--- config.mk ---
export PLATFORM = sky130hd
export DESIGN_NAME = knob_volume_mode_controller
export DESIGN_NICKNAME = d
export VERILOG_FILES = /design/src/rtl/kvmc_pkg.sv /design/src/rtl/knob_volume_mode_controller.sv /design/src/rtl/kvmc_press.sv
export SDC_FILE = /design/constraint.sdc
export NUM_CORES = 1
export LEC_CHECK = 0
export BUFFER_PORTS_ARGS = -buffer_cell sky130_fd_sc_hd__buf_4
export CORE_MARGIN = 4
export CORE_UTILIZATION = 63
export CTS_CLUSTER_SIZE = 16
export DETAILED_ROUTE_END_ITERATION = 7
export PLACE_DENSITY = 0.82
export SLEW_MARGIN = 20
export SYNTH_ARGS = -nofsm -noshare
export SYNTH_HDL_FRONTEND = slang
export SYNTH_SLANG_ARGS = --single-unit
--- constraint.sdc ---
create_clock -name clk -period 9.3 [get_ports clk]
set_clock_uncertainty 0.2 [all_clocks]
set_input_delay 1.86 -clock clk [delete_from_list [all_inputs] [get_ports clk]]
set_output_delay 1.86 -clock clk [all_outputs]
set_load 0.01 [all_outputs]
--- src/rtl/kvmc_pkg.sv ---
// Shared types and constants for the knob volume and mode controller.
`timescale 1ns / 1ps

package kvmc_pkg;

    localparam int TICK_CFG_W = 13;
    localparam int LEVEL_W    = 7;
    localparam int OFFSET_W   = 5;
    localparam int LIMIT_W    = 4;
    localparam int PENDING_W  = 8;
    localparam int CFG_IDX_W  = 3;
    localparam int CFG_DATA_W = 13;

    // Register indexes of the configuration port
    localparam logic [CFG_IDX_W-1:0] REG_LONG_PRESS   = 3'd0;
    localparam logic [CFG_IDX_W-1:0] REG_SHORT_PRESS  = 3'd1;
    localparam logic [CFG_IDX_W-1:0] REG_IDLE_TIMEOUT = 3'd2;
    localparam logic [CFG_IDX_W-1:0] REG_VOLUME_FLOOR = 3'd3;
    localparam logic [CFG_IDX_W-1:0] REG_OFFSET_LIMIT = 3'd4;
    localparam logic [CFG_IDX_W-1:0] REG_ATTEN_LIMIT  = 3'd5;

    // Reset values
    localparam logic [TICK_CFG_W-1:0] LONG_PRESS_RST   = 13'd3000;
    localparam logic [TICK_CFG_W-1:0] SHORT_PRESS_RST  = 13'd500;
    localparam logic [TICK_CFG_W-1:0] IDLE_TIMEOUT_RST = 13'd4000;
    localparam logic [LEVEL_W-1:0]    VOLUME_FLOOR_RST = 7'd85;
    localparam logic [LIMIT_W-1:0]    OFFSET_LIMIT_RST = 4'd15;
    localparam logic [LEVEL_W-1:0]    ATTEN_LIMIT_RST  = 7'd90;
    localparam logic [LEVEL_W-1:0]    MAIN_LEVEL_RST   = 7'd60;
    localparam logic [OFFSET_W-1:0]   SUB_OFFSET_RST   = 5'd2;

    typedef struct packed {
        logic [TICK_CFG_W-1:0] long_press;
        logic [TICK_CFG_W-1:0] short_press;
        logic [TICK_CFG_W-1:0] idle_timeout;
        logic [LEVEL_W-1:0]    volume_floor;
        logic [LIMIT_W-1:0]    offset_limit;
        logic [LEVEL_W-1:0]    atten_limit;
    } cfg_t;

    typedef struct packed {
        logic power_toggle;
        logic mode_toggle;
    } press_evt_t;

endpackage

--- src/rtl/knob_volume_mode_controller.sv ---
// Top level of the knob volume and mode controller.
`timescale 1ns / 1ps

// One input item per tick carries the encoder A/B levels and the button level;
// each item yields exactly one result item with power, mode, main attenuation,
// sub offset, sub attenuation and a flag that the levels changed. The block
// takes one item per clock cycle while the output is not stalled: an item waits
// in the input register while its full update is computed, and its result is
// loaded into the output register when the item advances. A stalled output
// holds both stages; input ready stays high as long as the input register can
// move on. Configuration writes take effect at the next clock edge.

module knob_volume_mode_controller
    import kvmc_pkg::*;
#(
    parameter int TICK_COUNT_BITS = 13
)
(
    input  logic                  clk,
    input  logic                  rst_n,
    input  logic                  in_valid,
    output logic                  in_ready,
    input  logic                  enc_a,
    input  logic                  enc_b,
    input  logic                  button_low,
    output logic                  out_valid,
    input  logic                  out_ready,
    output logic                  power_on,
    output logic                  sub_mode,
    output logic [LEVEL_W-1:0]    main_attenuation,
    output logic signed [OFFSET_W-1:0] sub_offset_value,
    output logic [LEVEL_W-1:0]    sub_attenuation,
    output logic                  channels_written,
    input  logic                  cfg_write,
    input  logic [CFG_IDX_W-1:0]  cfg_index,
    input  logic [CFG_DATA_W-1:0] cfg_data
);

    localparam int CMP_W = (TICK_COUNT_BITS > TICK_CFG_W) ? TICK_COUNT_BITS : TICK_CFG_W;
    localparam int SUM_W = 10;

    cfg_t cfg_reg;

    // input stage
    logic s1_valid_reg;
    logic s1_a_reg, s1_b_reg, s1_btn_reg;
    logic advance;

    // block state
    logic [PENDING_W-1:0]       pending_reg;
    logic                       last_a_reg;
    logic [TICK_COUNT_BITS-1:0] idle_reg, idle_next;
    logic                       power_reg, power_next;
    logic                       mode_reg, mode_next;
    logic [LEVEL_W-1:0]         main_reg, main_next;
    logic [OFFSET_W-1:0]        offset_reg, offset_next;
    logic [PENDING_W-1:0]       pending_next;
    logic                       last_a_next;

    // result stage
    logic                  out_valid_reg;
    logic                  o_power_reg, o_mode_reg, o_written_reg;
    logic [LEVEL_W-1:0]    o_main_reg, o_sub_att_reg;
    logic [OFFSET_W-1:0]   o_offset_reg;
    logic [LEVEL_W-1:0]    sub_att_next;
    logic                  written_next;

    press_evt_t evt;

    logic [PENDING_W-1:0]       pending_acc;
    logic signed [PENDING_W-1:0] delta;
    logic signed [SUM_W-1:0]    main_sum, sub_sum, att_sum, lim_pos, lim_neg;
    logic [TICK_COUNT_BITS-1:0] idle_inc;

    assign advance  = s1_valid_reg && (!out_valid_reg || out_ready);
    assign in_ready = !s1_valid_reg || advance;

    // configuration registers
    always_ff @(posedge clk or negedge rst_n)
    begin
        if (!rst_n)
        begin
            cfg_reg.long_press   <= LONG_PRESS_RST;
            cfg_reg.short_press  <= SHORT_PRESS_RST;
            cfg_reg.idle_timeout <= IDLE_TIMEOUT_RST;
            cfg_reg.volume_floor <= VOLUME_FLOOR_RST;
            cfg_reg.offset_limit <= OFFSET_LIMIT_RST;
            cfg_reg.atten_limit  <= ATTEN_LIMIT_RST;
        end
        else if (cfg_write)
        begin
            unique case (cfg_index)
                REG_LONG_PRESS:   cfg_reg.long_press   <= cfg_data;
                REG_SHORT_PRESS:  cfg_reg.short_press  <= cfg_data;
                REG_IDLE_TIMEOUT: cfg_reg.idle_timeout <= cfg_data;
                REG_VOLUME_FLOOR: cfg_reg.volume_floor <= cfg_data[LEVEL_W-1:0];
                REG_OFFSET_LIMIT: cfg_reg.offset_limit <= cfg_data[LIMIT_W-1:0];
                REG_ATTEN_LIMIT:  cfg_reg.atten_limit  <= cfg_data[LEVEL_W-1:0];
                default: ;
            endcase
        end
    end

    always_ff @(posedge clk or negedge rst_n)
    begin
        if (!rst_n)
        begin
            s1_valid_reg <= 1'b0;
        end
        else if (in_ready)
        begin
            s1_valid_reg <= in_valid;
        end
    end

    always_ff @(posedge clk)
    begin
        if (in_valid && in_ready)
        begin
            s1_a_reg   <= enc_a;
            s1_b_reg   <= enc_b;
            s1_btn_reg <= button_low;
        end
    end

    kvmc_press #(
        .TICK_COUNT_BITS (TICK_COUNT_BITS)
    ) u_press (
        .clk         (clk),
        .rst_n       (rst_n),
        .advance     (advance),
        .button      (s1_btn_reg),
        .long_press  (cfg_reg.long_press),
        .short_press (cfg_reg.short_press),
        .evt         (evt)
    );

    assign idle_inc = (idle_reg == {TICK_COUNT_BITS{1'b1}}) ? idle_reg
                                                              : idle_reg + TICK_COUNT_BITS'(1);
    assign lim_pos  = $signed({{(SUM_W-LIMIT_W){1'b0}}, cfg_reg.offset_limit});
    assign lim_neg  = -lim_pos;

    always_comb
    begin
        // encoder step: plus one when B differs from A
        pending_acc = pending_reg;
        last_a_next = last_a_reg;
        if (s1_a_reg != last_a_reg)
        begin
            pending_acc = (s1_b_reg != s1_a_reg) ? pending_reg + PENDING_W'(1)
                                                 : pending_reg - PENDING_W'(1);
            last_a_next = s1_a_reg;
        end

        idle_next    = evt.mode_toggle ? '0 : idle_inc;
        power_next   = power_reg ^ evt.power_toggle;
        mode_next    = mode_reg ^ evt.mode_toggle;
        written_next = evt.power_toggle && power_next;
        main_next    = main_reg;
        offset_next  = offset_reg;
        pending_next = pending_acc;

        delta    = $signed(pending_acc);
        main_sum = $signed({{(SUM_W-LEVEL_W){1'b0}}, main_reg})
                 + $signed({{(SUM_W-PENDING_W){delta[PENDING_W-1]}}, delta});
        sub_sum  = $signed({{(SUM_W-OFFSET_W){offset_reg[OFFSET_W-1]}}, offset_reg})
                 + $signed({{(SUM_W-PENDING_W){delta[PENDING_W-1]}}, delta});

        // pending total is applied only while power is on
        if (power_next)
        begin
            pending_next = '0;
            if (delta != '0)
            begin
                idle_next    = '0;
                written_next = 1'b1;
                if (!mode_next)
                begin
                    if (main_sum < 0)
                        main_next = '0;
                    else if (main_sum > $signed({{(SUM_W-LEVEL_W){1'b0}}, cfg_reg.volume_floor}))
                        main_next = cfg_reg.volume_floor;
                    else
                        main_next = main_sum[LEVEL_W-1:0];
                end
                else
                begin
                    if (sub_sum < lim_neg)
                        offset_next = lim_neg[OFFSET_W-1:0];
                    else if (sub_sum > lim_pos)
                        offset_next = lim_pos[OFFSET_W-1:0];
                    else
                        offset_next = sub_sum[OFFSET_W-1:0];
                end
            end
        end

        if (mode_next && (CMP_W'(idle_next) > CMP_W'(cfg_reg.idle_timeout)))
            mode_next = 1'b0;

        att_sum = $signed({{(SUM_W-LEVEL_W){1'b0}}, main_next})
                + $signed({{(SUM_W-OFFSET_W){offset_next[OFFSET_W-1]}}, offset_next});
        if (att_sum < 0)
            sub_att_next = '0;
        else if (att_sum > $signed({{(SUM_W-LEVEL_W){1'b0}}, cfg_reg.atten_limit}))
            sub_att_next = cfg_reg.atten_limit;
        else
            sub_att_next = att_sum[LEVEL_W-1:0];
    end

    always_ff @(posedge clk or negedge rst_n)
    begin
        if (!rst_n)
        begin
            pending_reg <= '0;
            last_a_reg  <= 1'b1;
            idle_reg    <= '0;
            power_reg   <= 1'b1;
            mode_reg    <= 1'b0;
            main_reg    <= MAIN_LEVEL_RST;
            offset_reg  <= SUB_OFFSET_RST;
        end
        else if (advance)
        begin
            pending_reg <= pending_next;
            last_a_reg  <= last_a_next;
            idle_reg    <= idle_next;
            power_reg   <= power_next;
            mode_reg    <= mode_next;
            main_reg    <= main_next;
            offset_reg  <= offset_next;
        end
    end

    always_ff @(posedge clk or negedge rst_n)
    begin
        if (!rst_n)
        begin
            out_valid_reg <= 1'b0;
        end
        else if (advance)
        begin
            out_valid_reg <= 1'b1;
        end
        else if (out_ready)
        begin
            out_valid_reg <= 1'b0;
        end
    end

    always_ff @(posedge clk)
    begin
        if (advance)
        begin
            o_power_reg   <= power_next;
            o_mode_reg    <= mode_next;
            o_main_reg    <= main_next;
            o_offset_reg  <= offset_next;
            o_sub_att_reg <= sub_att_next;
            o_written_reg <= written_next;
        end
    end

    assign out_valid        = out_valid_reg;
    assign power_on         = o_power_reg;
    assign sub_mode         = o_mode_reg;
    assign main_attenuation = o_main_reg;
    assign sub_offset_value = $signed(o_offset_reg);
    assign sub_attenuation  = o_sub_att_reg;
    assign channels_written = o_written_reg;

    // the sub offset never leaves +-15
    assert property (@(posedge clk) disable iff (!rst_n)
        ($signed(offset_reg) >= -5'sd15) && ($signed(offset_reg) <= 5'sd15))
        else $error("sub offset out of range");

    // levels are sent only with power on
    assert property (@(posedge clk) disable iff (!rst_n)
        out_valid_reg |-> (!o_written_reg || o_power_reg))
        else $error("channels written while power off");

    // a full input stage that cannot drain refuses new items
    assert property (@(posedge clk) disable iff (!rst_n)
        (s1_valid_reg && out_valid_reg && !out_ready) |-> !in_ready)
        else $error("input accepted while both stages are stalled");

    // a stalled result stays valid and the state does not move
    assert property (@(posedge clk) disable iff (!rst_n)
        (out_valid_reg && !out_ready) |=> (out_valid_reg && $stable(main_reg)))
        else $error("state advanced under output stall");

endmodule

--- src/rtl/kvmc_press.sv ---
// Button press tracker: hold timing, long-press and short-release events.
`timescale 1ns / 1ps

module kvmc_press
    import kvmc_pkg::*;
#(
    parameter int TICK_COUNT_BITS = 13
)
(
    input  logic                  clk,
    input  logic                  rst_n,
    input  logic                  advance,
    input  logic                  button,
    input  logic [TICK_CFG_W-1:0] long_press,
    input  logic [TICK_CFG_W-1:0] short_press,
    output press_evt_t            evt
);

    localparam int CMP_W = (TICK_COUNT_BITS > TICK_CFG_W) ? TICK_COUNT_BITS : TICK_CFG_W;

    logic                       active_reg, active_next;
    logic                       held_reg, held_next;
    logic [TICK_COUNT_BITS-1:0] ticks_reg, ticks_next;
    logic [TICK_COUNT_BITS-1:0] ticks_inc;

    assign ticks_inc = (ticks_reg == {TICK_COUNT_BITS{1'b1}}) ? ticks_reg
                                                                : ticks_reg + TICK_COUNT_BITS'(1);

    always_comb
    begin
        active_next = active_reg;
        held_next   = held_reg;
        ticks_next  = ticks_reg;
        evt         = '0;
        if (button)
        begin
            if (!active_reg)
            begin
                active_next = 1'b1;
                held_next   = 1'b0;
                ticks_next  = '0;
            end
            else
            begin
                ticks_next = ticks_inc;
                if (!held_reg && (CMP_W'(ticks_inc) >= CMP_W'(long_press)))
                begin
                    held_next        = 1'b1;
                    evt.power_toggle = 1'b1;
                end
            end
        end
        else
        begin
            // release after a short press, not consumed by a long hold
            if (active_reg && !held_reg && (CMP_W'(ticks_reg) > CMP_W'(short_press)))
            begin
                evt.mode_toggle = 1'b1;
            end
            active_next = 1'b0;
            held_next   = 1'b0;
            ticks_next  = '0;
        end
    end

    always_ff @(posedge clk or negedge rst_n)
    begin
        if (!rst_n)
        begin
            active_reg <= 1'b0;
            held_reg   <= 1'b0;
            ticks_reg  <= '0;
        end
        else if (advance)
        begin
            active_reg <= active_next;
            held_reg   <= held_next;
            ticks_reg  <= ticks_next;
        end
    end

endmodule
==> results of run 1 <==
-- per-layer routing --
metal  track usage  vias up  wire length [um]
met5             0        -                 0
met2        0.4524      212             10450
met1        0.3396     3581              8979
met4        0.1032        0               530
met3       0.06434       51              1167
li1              -     3556                 -
-- power groups by stage --
stage	Sequential [mW]	Combinational [mW]	Clock, mW
2_1_floorplan	0.840	0.776	0
3_3_place_gp	0.837	1.03	0
3_5_place_dp	0.842	1.07	0
4_1_cts	0.834	1.09	0.666
5_1_grt	0.845	1.22	0.694
6_report	0.834	1.08	0.661
-- layout make-up --
cell class	count	area, sq um	share of cell area
multi-input cells	735	5186	0.5062
flip-flops and latches	135	3551	0.3466
clock buffers	19	454.2	0.04433
repair buffers	53	397.9	0.03884
inverters	83	311.5	0.03041
well taps	180	225.2	0.02198
clock inverters	13	118.9	0.01160
-- logic make-up (layout without fill, tap and decap cells) --
group	after synthesis	count (layout)	synth area share
and+or+nand+nor	304	304	0.1593
AOI/OAI and AO/OA	239	239	0.1670
DFF	135	135	0.3872
buffers and inverters	113	168	0.04789
adders and majority gates	99	99	0.1375
xor gates and xnor gates	47	47	0.04734
muxes	46	46	0.05375
-- path summary, 6_finish.rpt --
kind | startpoint | endpoint | slack, ns | cells after the start
setup / recovery | s1_b_reg$_DFFE_PP_ | sub_attenuation[4]$_SDFFCE_PN0P_ | 1.10 | 35
hold / removal | s1_valid_reg$_DFFE_PN0N_ | out_valid$_DFFE_PN0P_ | 0.29 | 1
setup reg to reg | s1_b_reg$_DFFE_PP_ | sub_attenuation[4]$_SDFFCE_PN0P_ | 1.10 | 35
hold reg to reg | s1_valid_reg$_DFFE_PN0N_ | out_valid$_DFFE_PN0P_ | 0.29 | 1
max in group asynchronous | rst_n | idle_reg[3]$_DFFE_PN0P_ | 6.39 | 2
min in group asynchronous | rst_n | cfg_reg[2]$_DFFE_PN0P_ | 1.16 | 1
-- placed cells by master, fill, tap and decap left out, drive strengths merged, types with 4 or more instances in the layout --
cell,count
inv,88
clkbuf,19
nor3,9
mux2,26
a22o,12
ha,96
o21ai,101
nor4,5
nor3b,4
nor2b,12
and3,13
mux2i,20
nand2b,11
nor2,63
a211oi,4
edfxtp,25
and3b,4
xnor2,31
o31ai,8
or3,4
a31oi,5
dfrtp,72
nand2,124
o21a,19
o211ai,5
a21o,12
nand3,21
dfstp,38
nand4,10
buf,53
clkinv,4
a21oi,46
and4,7
o21bai,6
xor2,16
==> summary.md, run 1 <==
| Metric | Value |
|---|---|
| Final setup viols | 0 |
| Post-route cell area | approximately 0.01 sq mm |
| Worst Setup Start Kind | register |
| TritonCTS clock tree | yes |
| GP Congestion | approximately 0.93 |
| Pre-CTS WS | ~1.2 ns |
| Crit path buf inv count | 0 |
| Pleak | 4.793 nW |
| Min cycle time layout | ~8.2 ns |
| RSZ-0062 raised after global routing | false |
| Syn. warnings | 0 |
| Fraction of registers with async set/reset | 0.8148 |
| Root Driver | clkbuf_16 |
| Most frequent cell after synthesis | nand2_1 |
| Chip width | about 130 um |
| Seq/Total Area, Yosys | 0.3872 |
| Max-cap violations | 0 |
| Wire length per cell | about 17 um |
| Post-synth cell types | between 70 and 80 |
| Setup Crit Path Kind | reg2reg |
| Switching Share | 0.3710 |
| Flops & latches, synth | approximately 140 |
| Clock buffer depth | 2 |
| Peak Freq | 0.1219 GHz |
| Htree depth | 4 |
| Pint | roughly 1.6 mW |
| Top post-synthesis cells by area | dfrtp_1, ha_1, dfstp_2 |
| Synth Net Count | roughly 1100 |
| Worst Path Arrival | about 8.2 ns |
| # rows | 43 |
| Antenna Cells | 0 |
| CP top delay family | compound AO/OA/AOI/OAI gates |
| Max reg flops | 57 |
| Die Area | roughly 0.017 sq mm |
| Total CTS buffers | 17 |
| Area grow syn2layout | 11.71% |
| CP required | approximately 9.3 ns |
| Largest net degree at the start of global routing | 80 |
| Hold Vio Cnt, Final | 0 |
| Proportion of layout cells with a drive suffix above 1 | 0.1618 |
| Sequential group share of total power | 0.323 |
| Outcome | finished, final reports clean |
| Global-route wire length before repair | between 30000 and 40000 um |
| Syn_area_per_cell | ~9.3 sq um |
| Placed Area | 0.009672 sq mm |
| Final Util | 0.7296 |
| Gr ovfl total | 0 |
| Die H | 128.7 um |
| Setup TNS | 0 ns |
| Post-synth EDFFs | 25 |
| Ys flop type | dfrtp_1 |
| Clock Sinks | between 100 and 150 |
| Largest area contributor in the netlist | dfrtp_1 |
| CP max stage delay | 0.58 ns |
| Cells after Synth | about 980 |
| Mapped Area | just over 0.009 sq mm |
| Worst setup margin | 1.097 ns |
| Peak VDD IR | about 0.17 mV |
| Routed Antenna Nets | 0 |
| Post-CTS Hold Fix Bufs | 0 |
| P_sw | ~960 uW |
| Post-DP HPWL | ~15000 um |
| Clock transition at path regs | 0.06 ns |
| Hold Slack | a little under 0.3 ns |
| Initial antenna violation count | 0 |
| Finished Layout Cells | roughly 1200 |
| Clock Latency Late Sink | 0.44 ns |
| Worst slew pin tran | around 1.1 ns |
| Gate power share | 0.420 |
| Nets | between 1000 and 1500 |
| DRT Pass-1 Iters | 5 |
| Post-CTS setup buffers | 0 |
| Clock share of power | 0.256 |
| Most frequent cells after synthesis | nand2_1, o21ai_0, ha_1 |
| Pwr Density | ~250 mW/mm^2 |
| Tot Pwr | between 2 and 3 mW |
| Crit-path slowest cell | edfxtp_1 |
| Largest fanout on the critical path | 14 |
| Min-Delay Path Class | reg2reg |
| Max_slew headroom | 0.2926 |
| Fillers | slightly above 1000 |
| Final Cycle Share | 0.8821 |
| Average vias per placed instance | approximately 6 |
| Vias | 7400 |
| Total core area | around 0.014 sq mm |
| Vias in the first global route | between 7000 and 8000 |
| Synth top area share | 0.1965 |
| DRC viols | 0 |
| Endpoint class of the critical path | register |
| Io pins | 48 |
| Starting Density | 0.6531 |
| Slew Limit Fails | 0 |
| GRT Total Usage | 0.2700 |
| WL final | between 20000 and 25000 um |
| # port buffers | 47 |
| Initial DRC count | around 460 |
| CTS resizes | 0 |
| Placed insts | 1186 |
(Power assumes the default switching activity.)
==> run 2, diff against run 1 <==
SYNTH_HIERARCHICAL = 1   (was unset)
==> run 2 against run 1 <==
Compared with the run above: die area grew 2.3%; flip-flop and latch count stayed put; power grew 19%; highest routed layer unchanged.
==> summary.md, run 2 <==
| Metric | Value |
|---|---|
| R2R Setup Slk | 0.77 ns (-0.32 ns) |
| Mapped Area | 0.009399 sq mm (+2.5%) |
| Io pins | 48 (unchanged) |
| Largest net degree at the start of global routing | 67 (-16%) |
| Worst slew pin tran | 1.041 ns (-0.01181 ns) |
| Most frequent cells in the layout | ha_1, inv_1, nand2_1 |
| Syn_area_per_cell | 9.710 sq um (+4.1%) |
| Chip width | 130.1 um (+1.2%) |
| Pleak | 4.916 nW (+2.6%) |
| Seq. cell area | 0.003551 sq mm (unchanged) |
| Setup TNS | 0 ns (unchanged) |
| TritonCTS clock tree | yes |
| DRC viols | 0 (unchanged) |
| Largest area contributor in the netlist | dfrtp_1 |
| Final setup viols | 0 (unchanged) |
| CP required | 9.27 ns (about the same) |
| Slew Limit Fails | 0 (unchanged) |
| Initial antenna violation count | 0 (unchanged) |
| Nets | 1140 (-0.70%) |
| Flops & latches, synth | 135 (unchanged) |
| Worst Path Arrival | 8.49 ns (+0.33 ns) |
| Pwr Density | 289.8 mW/mm^2 (+15%) |
| Vias | 7539 (+1.9%) |
| Fraction of registers with async set/reset | 0.8148 (unchanged) |
| Setup Crit Path Kind | reg2reg |
| Largest fanout on the critical path | 9 (-5) |
| R2R Path End | sub_attenuation[3]$_SDFFCE_PN0P_ |
| CP max stage delay | 0.67 ns (+0.09 ns) |
| Hold Path Sink | out_valid$_DFFE_PN0P_ |
| Syn. warnings | 6 (+6) |
| Area grow syn2layout | 12.30% |
| Final Cycle Share | 0.9169 (+0.03479) |
| Total core area | 0.01459 sq mm (+3.9%) |
| Min cycle time layout | 8.527 ns (+0.3235 ns) |
| Post-synth EDFFs | 25 (unchanged) |
| Initial DRC count | 605 (+32%) |
| RSZ-0062 raised after global routing | false |
| Global-route wire length before repair | 36480 um (+3.0%) |
| Tot Pwr | 3.059 mW (+19%) |
| Most frequent cell after synthesis | ha_1 |
| Wire length per cell | 17.95 um (+3.5%) |
| Endpoint class of the critical path | register |
| Critical Path Most Common Cell | ha_1 |
| Length in cells of the worst reg-to-reg path | 35 (unchanged) |
| Min-Delay Path Class | reg2reg |
| # rows | 44 (+2.3%) |
| Clock buffer depth | 2 (unchanged) |
| Proportion of layout cells with a drive suffix above 1 | 0.1979 (+0.03602) |
| Post-DP HPWL | 15910 um (+4.0%) |
| Cells after Synth | 968 (-1.5%) |
| Htree depth | 4 (unchanged) |
| Hold depth | 1 (unchanged) |
| Die Area | 0.01694 sq mm (+2.3%) |
| Die H | 130.1 um (+1.2%) |
| Clock Latency Late Sink | 0.43 ns (about the same) |
| DRT Pass-1 Iters | 5 (unchanged) |
| Max reg flops | 57 (unchanged) |
| Max-cap violations | 0 (unchanged) |
| WL final | 21810 um (+3.2%) |
| Routed Antenna Nets | 0 (unchanged) |
| Most common cell after layout, fill and taps aside | ha_1 |
| Beginning of the worst hold path | s1_valid_reg$_DFFE_PN0N_ |
| Worst Setup Start Kind | register |
| Crit-path slowest cell | a41oi_1 |
| Vias in the first global route | 7420 (+0.76%) |
| # port buffers | 47 (unchanged) |
| Clock transition at path regs | 0.06 ns (about the same) |
| Antenna Cells | 0 (unchanged) |
| Ys flop type | dfrtp_1 |
| Gr ovfl total | 0 (unchanged) |
| GRT Total Usage | 0.2719 (+0.001938) |
| Synth top area share | 0.1917 (-0.004760) |
| GP Congestion | 0.9350 (+0.43%) |
| Clock Sinks | 135 (unchanged) |
| Hold Vio Cnt, Final | 0 (unchanged) |
| Critical R2R Launch | s1_a_reg$_DFFE_PP_ |
| Fillers | 1049 (+2.5%) |
| Post-CTS Hold Fix Bufs | 0 (unchanged) |
| CTS resizes | 0 (unchanged) |
| Outcome | finished, final reports clean |
| Root Driver | clkbuf_16 |
| Max_slew headroom | 0.2968 (+0.004190) |
| Average vias per placed instance | 6.205 (+2.1%) |
| Starting Density | 0.6443 (-0.008869) |
| Most frequent cells after synthesis | ha_1, inv_1, nand2_1 |
| Post-CTS setup buffers | 0 (unchanged) |
| Area occupied by multi-input gates | 0.005398 sq mm (+4.1%) |
| Total CTS buffers | 17 (unchanged) |
| Seq/Total Area, Yosys | 0.3778 (-0.009380) |
| Synth Net Count | 1090 (-1.4%) |
| Top post-synthesis cells by area | dfrtp_1, ha_1, dfstp_2 |
| Peak Freq | 0.1173 GHz (-3.8%) |
| Peak VDD IR | 0.1859 mV (+12%) |
| Post-synth cell types | 80 (+11%) |
run 2: cell types whose count changed after synthesis, sizes merged, moves of 5 or more:
cell	previous run	this run
a21oi	46	52
inv	83	93
o21ai	101	83
clkbuf	22	13
nor2	63	47
a22o	12	4
a21o	12	19
nand2	124	87
mux2	26	53
nand3	21	34
or3	4	9
run 2: kinds of logic after synthesis:
kind of cell,count (synthesis),synth area share
XOR/XNOR,40,0.03967
flip-flops,135,0.3778
buffers and inverters,116,0.05085
AO/OA/AOI/OAI,243,0.1721
multiplexers,69,0.08054
AND/OR/NAND/NOR,267,0.1462
adder cells (fa/ha/maj),98,0.1329
run 2: layout make-up:
type,count,area share
well taps,184,0.02181
clock inverters,13,0.01695
clock buffers,19,0.04196
multi-input cells,717,0.5114
flip-flops and latches,135,0.3364
inverters,93,0.03307
repair buffers,54,0.03841
run 2: metal layers:
metal  up-vias  track usage  routed length, um
li1       3591            -                  -
met1      3616       0.3438               9222
met2       269       0.4692              10850
met3        63      0.05076               1145
met4         0      0.09291                592
met5         -            0                  0
run 2: worst max-delay path, delay by kind of cell (launching register included):
family | cells | cell delay (ns)
AO/OA/AOI/OAI | 14 | 3.19
XOR/XNOR | 2 | 0.54
adder cells (fa/ha/maj) | 6 | 1.72
buffers and inverters | 2 | 0.16
flip-flops | 1 | 0.52
multiplexers | 2 | 0.45
AND/OR/NAND/NOR | 9 | 1.47
run 2: power by group:
group	internal [mW]	leakage (nW)	total (mW)	switching (mW)
logic	0.614	3.05	1.45	0.831
clock network	0.453	0.295	0.718	0.265
registers	0.782	1.58	0.896	0.115
total	1.85	4.92	3.06	1.21
run 2: worst max path at each step:
stage / from / end / slack [ns] / cells after the start
floorplan: s1_a_reg$_DFFE_PP_ / sub_attenuation[0]$_SDFFCE_PN0P_ / 1.85 / 36
global placement: s1_a_reg$_DFFE_PP_ / sub_attenuation[5]$_SDFFCE_PN0P_ / 1.27 / 35
detailed placement: s1_a_reg$_DFFE_PP_ / sub_attenuation[1]$_SDFFCE_PN0P_ / 1.00 / 35
CTS: s1_a_reg$_DFFE_PP_ / sub_attenuation[6]$_SDFFCE_PN0P_ / 0.88 / 35
global route: s1_a_reg$_DFFE_PP_ / sub_attenuation[5]$_SDFFCE_PN0P_ / 0.16 / 33
finish: s1_a_reg$_DFFE_PP_ / sub_attenuation[3]$_SDFFCE_PN0P_ / 0.77 / 35
run 2: through the flow:
stage	hold slack (ns)	cells	cell area [sq um]	util	setup slack, ns
2_1_floorplan	0.2569	968	9399	-	1.846
3_3_place_gp	0.2659	1182	9926	0.6804	1.271
3_5_place_dp	0.2732	1182	9926	0.6804	1.001
4_1_cts	0.2890	1214	10550	0.7230	0.8791
5_1_grt	0.3165	1215	10560	0.7235	0.1597
6_report	0.2872	1215	10560	0.7235	0.7731
==> run 3, diff against run 2 <==
clock period = 9.4 ns   (was 9.3 ns; I/O delays follow)
==> run 3 against run 2 <==
Compared with the run above: non-clock buffer count is 1 lower; routed wire length is 0.41% lower; global-route usage is 0.55 points lower; count of clock-buffer cells in the layout stayed put; combinational power is 3% lower; die area stayed put; sequential share of layout area stayed put; sequential power is 1% lower; critical path depth is 1 higher; worst setup slack worse by 0.051 ns; first-iteration DRC count is 16% lower; fmax is 1.7% lower; critical path type unchanged; largest cell class unchanged.
==> summary.md, run 3 (synthesis results as in run 2) <==
| Metric | Value |
|---|---|
| Chip width | 130.1 um (unchanged) |
| Total core area | 0.01459 sq mm (unchanged) |
| Vias | 7465 (-0.98%) |
| Clock Latency Late Sink | 0.42 ns (about the same) |
| Clock buffer depth | 2 (unchanged) |
| Worst setup margin | 0.7225 ns (-0.05062 ns) |
| Gr ovfl total | 0 (unchanged) |
| Wire length per cell | 17.89 um (-0.33%) |
| DRT Pass-1 Iters | 5 (unchanged) |
| DRC viols | 0 (unchanged) |
| Slew Limit Fails | 0 (unchanged) |
| Proportion of layout cells with a drive suffix above 1 | 0.1981 (about the same) |
| Root Driver | clkbuf_16 |
| Min-Delay Path Class | reg2reg |
| Final setup viols | 0 (unchanged) |
| Finished Layout Cells | 1214 (-0.082%) |
| Initial DRC count | 509 (-16%) |
| Pre-CTS WS | 0.8832 ns (-0.1174 ns) |
| Critical Path Most Common Cell | ha_1 |
| Post-CTS Hold Fix Bufs | 0 (unchanged) |
| Outcome | finished, final reports clean |
| Die H | 130.1 um (unchanged) |
| Clock Sinks | 135 (unchanged) |
| Final Cycle Share | 0.9231 (+0.006269) |
| Placed insts | 1181 (-0.085%) |
| Vias in the first global route | 7275 (-2.0%) |
| Worst Path Arrival | 8.64 ns (+0.15 ns) |
| Hold Slack | 0.2978 ns (+0.01065 ns) |
| GP Congestion | 0.9350 (unchanged) |
| Clock transition at path regs | 0.06 ns (about the same) |
| Fillers | 1024 (-2.4%) |
| Largest net degree at the start of global routing | 67 (unchanged) |
| Max reg flops | 57 (unchanged) |
| Nets | 1139 (-0.088%) |
| RSZ-0062 raised after global routing | false |
| Htree depth | 4 (unchanged) |
| CP max stage delay | 0.64 ns (-0.03 ns) |
| Most frequent cells in the layout | ha_1, inv_1, nand2_1 |
| Pleak | 4.927 nW (+0.22%) |
| Placed Area | 0.009918 sq mm (about the same) |
| Area grow syn2layout | 12.30% (unchanged) |
| Setup Crit Path Kind | reg2reg |
| Crit-path slowest cell | a41oi_1 |
| GRT Total Usage | 0.2664 (-0.005508) |
| Final Util | 0.7235 (unchanged) |
| Tot Pwr | 3.002 mW (-1.9%) |
| Peak Freq | 0.1152 GHz (-1.7%) |
| Most common cell after layout, fill and taps aside | ha_1 |
| CP required | 9.36 ns (+0.09 ns) |
| Hold Vio Cnt, Final | 0 (unchanged) |
| Endpoint class of the critical path | register |
| Routed Antenna Nets | 0 (unchanged) |
| Die Area | 0.01694 sq mm (unchanged) |
| Max-cap violations | 0 (unchanged) |
| Largest fanout on the critical path | 9 (unchanged) |
| Setup TNS | 0 ns (unchanged) |
| Post-CTS setup buffers | 0 (unchanged) |
| Global-route wire length before repair | 35640 um (-2.3%) |
| TritonCTS clock tree | yes |
| Pwr Density | 284.4 mW/mm^2 (-1.9%) |
| Worst Setup Start Kind | register |
| Total CTS buffers | 17 (unchanged) |
| Post-route cell area | 0.01056 sq mm (unchanged) |
| Peak VDD IR | 0.2010 mV (+8.2%) |
| # rows | 44 (unchanged) |
| Min cycle time layout | 8.677 ns (+0.1506 ns) |
| Average vias per placed instance | 6.149 (-0.90%) |
| Post-DP HPWL | 16000 um (+0.56%) |
| Worst slew pin tran | 1.132 ns (+0.09048 ns) |
| Antenna Cells | 0 (unchanged) |
| # port buffers | 47 (unchanged) |
| WL final | 21720 um (-0.41%) |
| Starting Density | 0.6443 (unchanged) |
| Max_slew headroom | 0.2357 (-0.06111) |
| Initial antenna violation count | 0 (unchanged) |
| Io pins | 48 (unchanged) |
| CTS resizes | 0 (unchanged) |
run 3: layout make-up:
class                           count  area [sq um]  area share
Tap cell                          184         230.2     0.02181
Clock buffer                       19         452.9     0.04291
Clock inverter                     13         170.2     0.01612
Inverter                           93         349.1     0.03307
Multi-Input combinational cell    717          5398      0.5114
Sequential cell                   135          3551      0.3364
Timing Repair Buffer               53         404.1     0.03829
run 3: final timing paths:
check | endpoint | slack, ns | cells after the start | startpoint
hold reg to reg | power_reg$_DFFE_PN1P_ | 0.30 | 2 | power_reg$_DFFE_PN1P_
min in group asynchronous | pending_reg[2]$_DFFE_PN0P_ | 1.28 | 1 | rst_n
hold / removal | power_reg$_DFFE_PN1P_ | 0.30 | 2 | power_reg$_DFFE_PN1P_
setup reg to reg | sub_attenuation[4]$_SDFFCE_PN0P_ | 0.72 | 36 | s1_a_reg$_DFFE_PP_
max in group asynchronous | cfg_reg[34]$_DFFE_PN0P_ | 6.48 | 2 | rst_n
setup / recovery | sub_attenuation[4]$_SDFFCE_PN0P_ | 0.72 | 36 | s1_a_reg$_DFFE_PP_
run 3: report_power, final:
| group | total (mW) | internal (mW) | switching, mW |
|---|---|---|---|
| registers | 0.885 | 0.773 | 0.112 |
| logic | 1.41 | 0.607 | 0.807 |
| clock network | 0.703 | 0.435 | 0.268 |
run 3: routing by layer:
| metal | global-route usage | wire (um) |
|---|---|---|
| met5 | 0 | 0 |
| met4 | 0.08985 | 437 |
| met3 | 0.04503 | 1059 |
| met2 | 0.4632 | 10820 |
| met1 | 0.3372 | 9405 |
run 3: worst max-delay path, delay by kind of cell (launching register included):
kind | cells | cell delay, ns
compound gates | 14 | 2.93
xor+xnor | 3 | 0.83
fa+ha+maj | 6 | 1.81
buf+inv | 2 | 0.13
flops | 1 | 0.52
mux | 2 | 0.50
simple gates | 9 | 1.48
